--- config.mk ---
export PLATFORM = sky130hd
export DESIGN_NAME = lexical_word_span_scanner
export DESIGN_NICKNAME = d
export VERILOG_FILES = /design/src/design/lwss_pkg.sv /design/src/design/lexical_word_span_scanner.sv
export SDC_FILE = /design/constraint.sdc
export NUM_CORES = 1
export LEC_CHECK = 0
export ABC_AREA = 0
export ABC_CLOCK_PERIOD_IN_PS = 5400
export BUFFER_PORTS_ARGS = -buffer_cell sky130_fd_sc_hd__buf_2
export CORE_UTILIZATION = 50
export DETAILED_ROUTE_END_ITERATION = 7
export GPL_TIMING_DRIVEN = 0
export PLACE_DENSITY = 0.78
export SYNTH_ARGS = -nofsm -noshare
export SYNTH_HDL_FRONTEND = slang
export SYNTH_SLANG_ARGS = --single-unit
--- constraint.sdc ---
create_clock -name clk -period 5.4 [get_ports clk]
set_input_delay 0.81 -clock clk [delete_from_list [all_inputs] [get_ports clk]]
set_output_delay 0.81 -clock clk [all_outputs]
set_load 0.1 [all_outputs]
--- src/design/lwss_pkg.sv ---
// Package for the word span scanner: field widths, scan phases and character classes.
`timescale 1ns / 1ps
`default_nettype none

package lwss_pkg;

  localparam int unsigned CP_W    = 21;
  localparam int unsigned LEN_W   = 3;
  localparam int unsigned START_W = 12;
  localparam int unsigned END_W   = 13;
  localparam int unsigned INDEX_W = 10;
  localparam int unsigned COUNT_W = 11;
  localparam int unsigned IN_DATA_W  = 24;
  localparam int unsigned OUT_DATA_W = 48;
  localparam logic [COUNT_W-1:0] WORD_LIMIT_RESET = 11'd1024;

  localparam logic [CP_W-1:0] CP_UNDERSCORE = 21'h5f;
  localparam logic [CP_W-1:0] CP_PLUS       = 21'h2b;
  localparam logic [CP_W-1:0] CP_HASH       = 21'h23;
  localparam logic [CP_W-1:0] CP_APOSTROPHE = 21'h27;
  localparam logic [CP_W-1:0] CP_HYPHEN     = 21'h2d;
  localparam logic [CP_W-1:0] CP_DOT        = 21'h2e;
  localparam logic [CP_W-1:0] CP_RSQUOTE    = 21'h2019;
  localparam logic [CP_W-1:0] CP_LATIN_LO   = 21'h00c0;
  localparam logic [CP_W-1:0] CP_LATIN_HI   = 21'h024f;

  typedef enum logic [3:0] {
    PH_OUT  = 4'b0001,
    PH_DOT  = 4'b0010,
    PH_IN   = 4'b0100,
    PH_CONN = 4'b1000
  } phase_t;

  function automatic logic is_word_char(input logic [CP_W-1:0] c);
    return (c >= 21'h61 && c <= 21'h7a) || (c >= 21'h41 && c <= 21'h5a) ||
           (c >= 21'h30 && c <= 21'h39) || (c == CP_UNDERSCORE) ||
           (c >= CP_LATIN_LO && c <= CP_LATIN_HI);
  endfunction

  function automatic logic is_connector(input logic [CP_W-1:0] c);
    return (c == CP_APOSTROPHE) || (c == CP_HYPHEN) || (c == CP_DOT) ||
           (c == CP_RSQUOTE);
  endfunction

endpackage

`default_nettype wire

--- src/design/lexical_word_span_scanner.sv ---
// A word enters the input register, and its result enters the output register as it leaves.
// Throughput: one word per cycle; a word with a result waits while the output register holds
// an untaken result, one without never does; scan state updates once per word as it leaves.
// Reset (rst_n low, synchronous): scan state and span count clear, the word limit becomes
// 1024, both pipeline registers empty. The last word of a message also clears the scan state.
`timescale 1ns / 1ps
`default_nettype none

module lexical_word_span_scanner #(
  parameter int MAX_BYTES = 4096,
  parameter int MAX_SPANS = 1024
) (
  input  wire                               clk,
  input  wire                               rst_n,
  input  wire                               cfg_we,
  input  wire  [lwss_pkg::COUNT_W-1:0]      cfg_wdata,   // word limit
  input  wire                               in_tvalid,
  output logic                              in_tready,
  input  wire  [lwss_pkg::IN_DATA_W-1:0]    in_tdata,    // code_point, byte_len
  input  wire                               in_tlast,    // last
  output logic                              out_tvalid,
  input  wire                               out_tready,
  output logic [lwss_pkg::OUT_DATA_W-1:0]   out_tdata,   // span_start, span_end,
                                                         // span_index, words_found, pad
  output logic                              out_tuser,   // has_span
  output logic                              out_tlast    // is_last
);
  import lwss_pkg::*;

  localparam int OFF_W = $clog2(MAX_BYTES + 1);

  logic [COUNT_W-1:0] word_limit_r;

  // Input register
  logic              s1_valid_r;
  logic [CP_W-1:0]   s1_cp_r;
  logic [LEN_W-1:0]  s1_len_r;
  logic              s1_last_r;

  // Scan state
  phase_t             phase_r, phase_nxt;
  logic [OFF_W-1:0]   byte_offset_r, byte_offset_nxt;
  logic [OFF_W-1:0]   word_start_r, word_start_nxt;
  logic [OFF_W-1:0]   conn_off_r, conn_off_nxt;
  logic [COUNT_W-1:0] span_count_r, span_count_nxt;

  // Output register
  logic               out_valid_r;
  logic               has_span_r, has_span_nxt;
  logic [START_W-1:0] span_start_r, span_start_nxt;
  logic [END_W-1:0]   span_end_r, span_end_nxt;
  logic [INDEX_W-1:0] span_index_r, span_index_nxt;
  logic [COUNT_W-1:0] words_found_r;
  logic               is_last_r;

  logic               wc, conn, dot, ext;
  logic [OFF_W:0]     sum;
  logic [OFF_W-1:0]   here, next_off;
  logic               done;
  logic [OFF_W-1:0]   es, ee;
  logic               emit, produce, adv;
  phase_t             fo_phase;
  logic               fo_start;

  assign here = byte_offset_r;
  assign sum  = {1'b0, here} + (OFF_W+1)'(s1_len_r);
  assign next_off = (sum > (OFF_W+1)'(MAX_BYTES)) ? OFF_W'(MAX_BYTES) : sum[OFF_W-1:0];

  assign wc   = is_word_char(s1_cp_r);
  assign conn = is_connector(s1_cp_r);
  assign dot  = (s1_cp_r == CP_DOT);
  assign ext  = wc || (s1_cp_r == CP_PLUS) || (s1_cp_r == CP_HASH);

  // A character seen from outside a word: a dot may open a word, a word character does.
  always_comb begin
    fo_start = dot || wc;
    if (dot) begin
      fo_phase = PH_DOT;
    end else if (wc) begin
      fo_phase = PH_IN;
    end else begin
      fo_phase = PH_OUT;
    end
  end

  always_comb begin
    phase_nxt      = phase_r;
    word_start_nxt = word_start_r;
    conn_off_nxt   = conn_off_r;
    done           = 1'b0;
    es             = word_start_r;
    ee             = here;
    unique case (phase_r)
      PH_OUT: begin
        phase_nxt = fo_phase;
        if (fo_start) word_start_nxt = here;
      end
      PH_DOT: begin
        if (wc) begin
          phase_nxt = PH_IN;
        end else begin
          phase_nxt = fo_phase;
          if (fo_start) word_start_nxt = here;
        end
      end
      PH_IN: begin
        if (ext) begin
          phase_nxt = PH_IN;
        end else if (conn) begin
          conn_off_nxt = here;
          phase_nxt    = PH_CONN;
        end else begin
          done      = 1'b1;
          ee        = here;
          phase_nxt = PH_OUT;
        end
      end
      PH_CONN: begin
        if (wc) begin
          phase_nxt = PH_IN;
        end else begin
          // The word ends before the connector, which is then dropped.
          done      = 1'b1;
          ee        = conn_off_r;
          phase_nxt = fo_phase;
          if (fo_start) word_start_nxt = here;
        end
      end
      default: begin
        phase_nxt = PH_OUT;
      end
    endcase

    // The last word flushes an open span; a pending connector stays outside it.
    if (s1_last_r) begin
      if (phase_nxt == PH_IN) begin
        done = 1'b1;
        es   = word_start_nxt;
        ee   = next_off;
      end else if (phase_nxt == PH_CONN) begin
        done = 1'b1;
        es   = word_start_nxt;
        ee   = conn_off_nxt;
      end
    end
  end

  assign emit = done && (span_count_r < word_limit_r) &&
                (32'(span_count_r) < MAX_SPANS);
  assign produce = emit || s1_last_r;
  assign adv = s1_valid_r && (!produce || !out_valid_r || out_tready);
  assign in_tready = !s1_valid_r || adv;

  assign span_count_nxt  = span_count_r + COUNT_W'(emit);
  assign byte_offset_nxt = next_off;
  assign has_span_nxt    = emit;
  assign span_start_nxt  = emit ? START_W'(es) : '0;
  assign span_end_nxt    = emit ? END_W'(ee) : '0;
  assign span_index_nxt  = emit ? INDEX_W'(span_count_r) : '0;

  always_ff @(posedge clk) begin
    if (!rst_n) begin
      word_limit_r <= WORD_LIMIT_RESET;
    end else if (cfg_we) begin
      word_limit_r <= cfg_wdata;
    end
  end

  always_ff @(posedge clk) begin
    if (!rst_n) begin
      s1_valid_r <= 1'b0;
    end else if (in_tready) begin
      s1_valid_r <= in_tvalid;
    end
  end

  always_ff @(posedge clk) begin
    if (in_tready && in_tvalid) begin
      s1_cp_r   <= in_tdata[CP_W-1:0];
      s1_len_r  <= in_tdata[CP_W +: LEN_W];
      s1_last_r <= in_tlast;
    end
  end

  always_ff @(posedge clk) begin
    if (!rst_n) begin
      phase_r       <= PH_OUT;
      byte_offset_r <= '0;
      word_start_r  <= '0;
      conn_off_r    <= '0;
      span_count_r  <= '0;
    end else if (adv) begin
      if (s1_last_r) begin
        phase_r       <= PH_OUT;
        byte_offset_r <= '0;
        word_start_r  <= '0;
        conn_off_r    <= '0;
        span_count_r  <= '0;
      end else begin
        phase_r       <= phase_nxt;
        byte_offset_r <= byte_offset_nxt;
        word_start_r  <= word_start_nxt;
        conn_off_r    <= conn_off_nxt;
        span_count_r  <= span_count_nxt;
      end
    end
  end

  always_ff @(posedge clk) begin
    if (!rst_n) begin
      out_valid_r <= 1'b0;
    end else if (adv && produce) begin
      out_valid_r <= 1'b1;
    end else if (out_tready) begin
      out_valid_r <= 1'b0;
    end
  end

  always_ff @(posedge clk) begin
    if (adv && produce) begin
      has_span_r    <= has_span_nxt;
      span_start_r  <= span_start_nxt;
      span_end_r    <= span_end_nxt;
      span_index_r  <= span_index_nxt;
      words_found_r <= span_count_nxt;
      is_last_r     <= s1_last_r;
    end
  end

  assign out_tvalid = out_valid_r;
  assign out_tuser  = has_span_r;
  assign out_tlast  = is_last_r;
  assign out_tdata  = {2'b00, words_found_r, span_index_r, span_end_r, span_start_r};

  // A result without a span only comes from the last word of a message.
  a_nospan_is_last: assert property (@(posedge clk) disable iff (!rst_n)
    out_tvalid && !out_tuser |-> out_tlast)
    else $error("span-less result without last flag");

  // A reported span always counts itself.
  a_span_counted: assert property (@(posedge clk) disable iff (!rst_n)
    out_tvalid && out_tuser |-> words_found_r != '0)
    else $error("span reported with zero words_found");

  // The last word of a message leaves the scan state cleared.
  a_last_clears: assert property (@(posedge clk) disable iff (!rst_n)
    adv && s1_last_r |=> byte_offset_r == '0 && span_count_r == '0 && phase_r == PH_OUT)
    else $error("scan state not cleared after last word");

  // The byte offset never passes its saturation point.
  a_offset_sat: assert property (@(posedge clk) disable iff (!rst_n)
    32'(byte_offset_r) <= MAX_BYTES)
    else $error("byte offset beyond saturation");

endmodule

`default_nettype wire
==> flow_summary.toml <==
[run_status]
status = "completed"

[synth]
async_flop_share = 0
ys_ff_latch = 139
synth_edf_count = 73
yosysSeqAreaShare = 0.509
ys_top_cells_by_area = "edfxtp_1 32%, dfxtp_1 19%, nor2_1 3.8%"
syn_area_mm2 = 0.00691
syn_area_per_cell_um2 = 10.2
yosysTopAreaCell = "edfxtp_1"
synthDominantCellAreaShare = 0.317
synthCells = 680
ys.flop_type = "edfxtp_1"
yosys_warnings = 0
synth_cell_type_count = 78

[detailed_routing]
drc = 0
vias = 5767
firstDrtPassIters = 5
ant_nets = 0
first_iter_violations = 583
via_per_inst = 5.88
avgRoutedWirePerCell_um = 18.0
totalWireLength_um = 17700

[setup_path]
path_max_fanout = 11
setup.worst_path.class = "flop to flop"
cp_common_cell = "ha_1"
crit_path_end_kind = "flop"
cp_slowest_cell = "a2111oi_1"
start_kind = "flop"
cp_cell_sequence = "ha_1 > a21o_1 > a211o_1 > a2111oi_1 > o21ai_0 > o21bai_1 > inv_1 > clkbuf_1 > ha_1 > ha_1 > nand3_1 > nor2_1 > nand2_1 > or2_2 > xnor2_1 > nand2_1 > o21a_1 > nor2_1"
crit_required_ns = 5.76
worstPathArrival_ns = 5.43
crit_buf_inv = 2
slowest_delay_ns = 0.62
cp_top_family = "compound AO/OA/AOI/OAI gates"

[timing]
hold_viol = 0
whs_ns = 0.462
fin_ws_ns = 0.324
worst_slew_margin_rel = 0.484
max_freq_ghz = 0.197
fin_crit_sh = 0.940
drv_slew = 0
setup_violations = 0
grt_setup_unrepaired = "no"
finClkSkew_ns = 0.0109
period_needed_ns = 5.08
tightest_slew_ns = 0.753

[die]
core_region_area_mm2 = 0.0133
die-area_mm2 = 0.0143
dieHeight_um = 120
core.rowCount = 42
pin_count = 93
start_util = 0.517
die_x_um = 120

[clock_tree]
worstSkewPairLatency_ns = 0.43
cts_buffers = 17
cts_hold_buf = 0
clock_sinks = 139
cts_tree = "done"
clockRootBuffer = "clkbuf_16"
htree_levels = 4
clk_pin_slew_ns = 0.06
clk_path_buf_depth = 2

[final_layout]
fillers = 1120
drive_gt1_frac = 0.205
final_area_mm2 = 0.00821
insertedDiodeCount = 0
syn_to_final_growth_pct = 18.9
finalNetCount = 849
stdcell_count = 981
finalCoreUtilization = 0.615

[place]
gp_congestion = 0.913
io_buffers = 90
place_area_mm2 = 0.00763
placedCellCount = 949
place_ws_ns = 0.342
dp_hpwl_um = 12700

[power_and_ir_drop]
clock_power_share = 0.461
irDropWorstVdd_mv = 0.170
p_leak_nw = 3.06
power.density_mw_per_mm2 = 307
sw_frac_of_total = 0.242
seq_power_share = 0.457
p_switching_w = 0.000611
p_int_w = 0.00191
p_comb_frac = 0.082

[worst_hold_path]
hold_class = "flop to flop"

[grt]
antenna_found_initial = 0
grt_pass1_vias = 5471
track_usage = 0.259
grt_max_degree = 39
grt_first_pass_wirelength_um = 28400
overflow = 0

[run]
maxCapViolCount = 0
power groups by stage:
| stage | clock [W] | combinational, W | sequential, W |
|---|---|---|---|
| 2_1_floorplan | 0 | 0.0000933 | 0.00123 |
| 3_3_place_gp | 0 | 0.000198 | 0.00118 |
| 3_5_place_dp | 0 | 0.000205 | 0.00117 |
| 4_1_cts | 0.00117 | 0.000206 | 0.00115 |
| 5_1_grt | 0.00122 | 0.000221 | 0.00115 |
| 6_report | 0.00116 | 0.000206 | 0.00115 |
metrics by stage:
step,TNS (ns),power [W]
after floorplan,0,0.00132
after global placement,-11.83,0.00137
after detailed placement,0,0.00138
after CTS,0,0.00253
after global routing,0,0.00259
final,0,0.00252
cell usage after synthesis, types with 10 or more instances:
| cell type | count |
|---|---|
| a21oi_1 | 47 |
| a22o_1 | 20 |
| and2_1 | 12 |
| buf_2 | 17 |
| clkbuf_1 | 24 |
| dfxtp_1 | 66 |
| edfxtp_1 | 73 |
| ha_1 | 15 |
| inv_1 | 25 |
| mux2i_1 | 17 |
| nand2_1 | 54 |
| nand4_1 | 10 |
| nor2_1 | 70 |
| nor3_1 | 15 |
| o21ai_0 | 24 |
| o22ai_1 | 12 |
| xnor2_1 | 11 |
cells in the final DEF, fill, tap and decap left out, types with 5 or more instances in the layout:
master,instances
o211ai_1,5
nor2_1,69
nand3_1,8
a22o_1,20
buf_1,5
o221a_1,5
xor2_1,7
and2_1,12
edfxtp_1,73
dfxtp_1,66
inv_1,25
buf_2,107
nand2_1,54
clkbuf_16,17
a21oi_1,47
nor3_1,15
or3_1,5
nand2b_1,5
a32o_1,7
o21ai_1,8
a22oi_1,8
o21ai_0,24
mux2i_1,17
xnor2_1,11
ha_1,15
o21a_1,7
nand3b_1,7
o22ai_1,12
nand4_1,10
or4_1,8
clkbuf_1,27
logic make-up (layout without fill, tap and decap cells):
family	after synthesis	in the layout	synth area share
AOI/OAI and AO/OA	181	181	0.188
xor gates and xnor gates	18	18	0.0228
adders and majority gates	16	16	0.0301
buffers and inverters	73	197	0.0438
DFF	139	139	0.509
muxes	17	17	0.0246
other	1	2	0.000543
and+or+nand+nor	235	235	0.182
sequential cells by signal (all words and copies together), names as in the netlist, 11 cells and up:
signal,flops
word_limit_r,11
words_found_r,11
word_start_r,12
span_count_r,11
byte_offset_r,13
s1_cp_r,21
span_end_r,13
conn_off_r,13
span_start_r,12
layout make-up:
cell class,count,area (um2),area share
Buffer,48,209,0.0254
Clock buffer,20,437,0.0532
Multi-Input combinational cell,469,3110,0.378
Tap cell,176,220,0.0268
Sequential cell,139,3510,0.428
Clock inverter,12,149,0.0181
Inverter,25,93.8,0.0114
Timing Repair Buffer,92,485,0.0591
final timing paths:
check / end / slack (ns) / cells past startpoint / start
setup reg to reg: span_count_r[10]$_SDFFE_PN0P_ / 0.32 / 18 / span_count_r[4]$_SDFFE_PN0P_
setup / recovery: span_count_r[10]$_SDFFE_PN0P_ / 0.32 / 18 / span_count_r[4]$_SDFFE_PN0P_
hold reg to reg: out_tlast$_DFFE_PP_ / 0.46 / 0 / s1_last_r$_DFFE_PP_
hold / removal: out_tlast$_DFFE_PP_ / 0.46 / 0 / s1_last_r$_DFFE_PP_
what timing repair did:
item                       CTS  global route
buffers inserted             0             0
setup endpoints to repair    0             1
resized for setup            0             1
per-layer routing:
metal	GRT usage	part of all wire	up-vias
met3	0.0618	0.069	40
met2	0.408	0.47	252
met1	0.336	0.43	2747
met4	0.124	0.030	0
met5	0	0	-
li1	-	-	2728
Power figures use the tool's default switching activity.
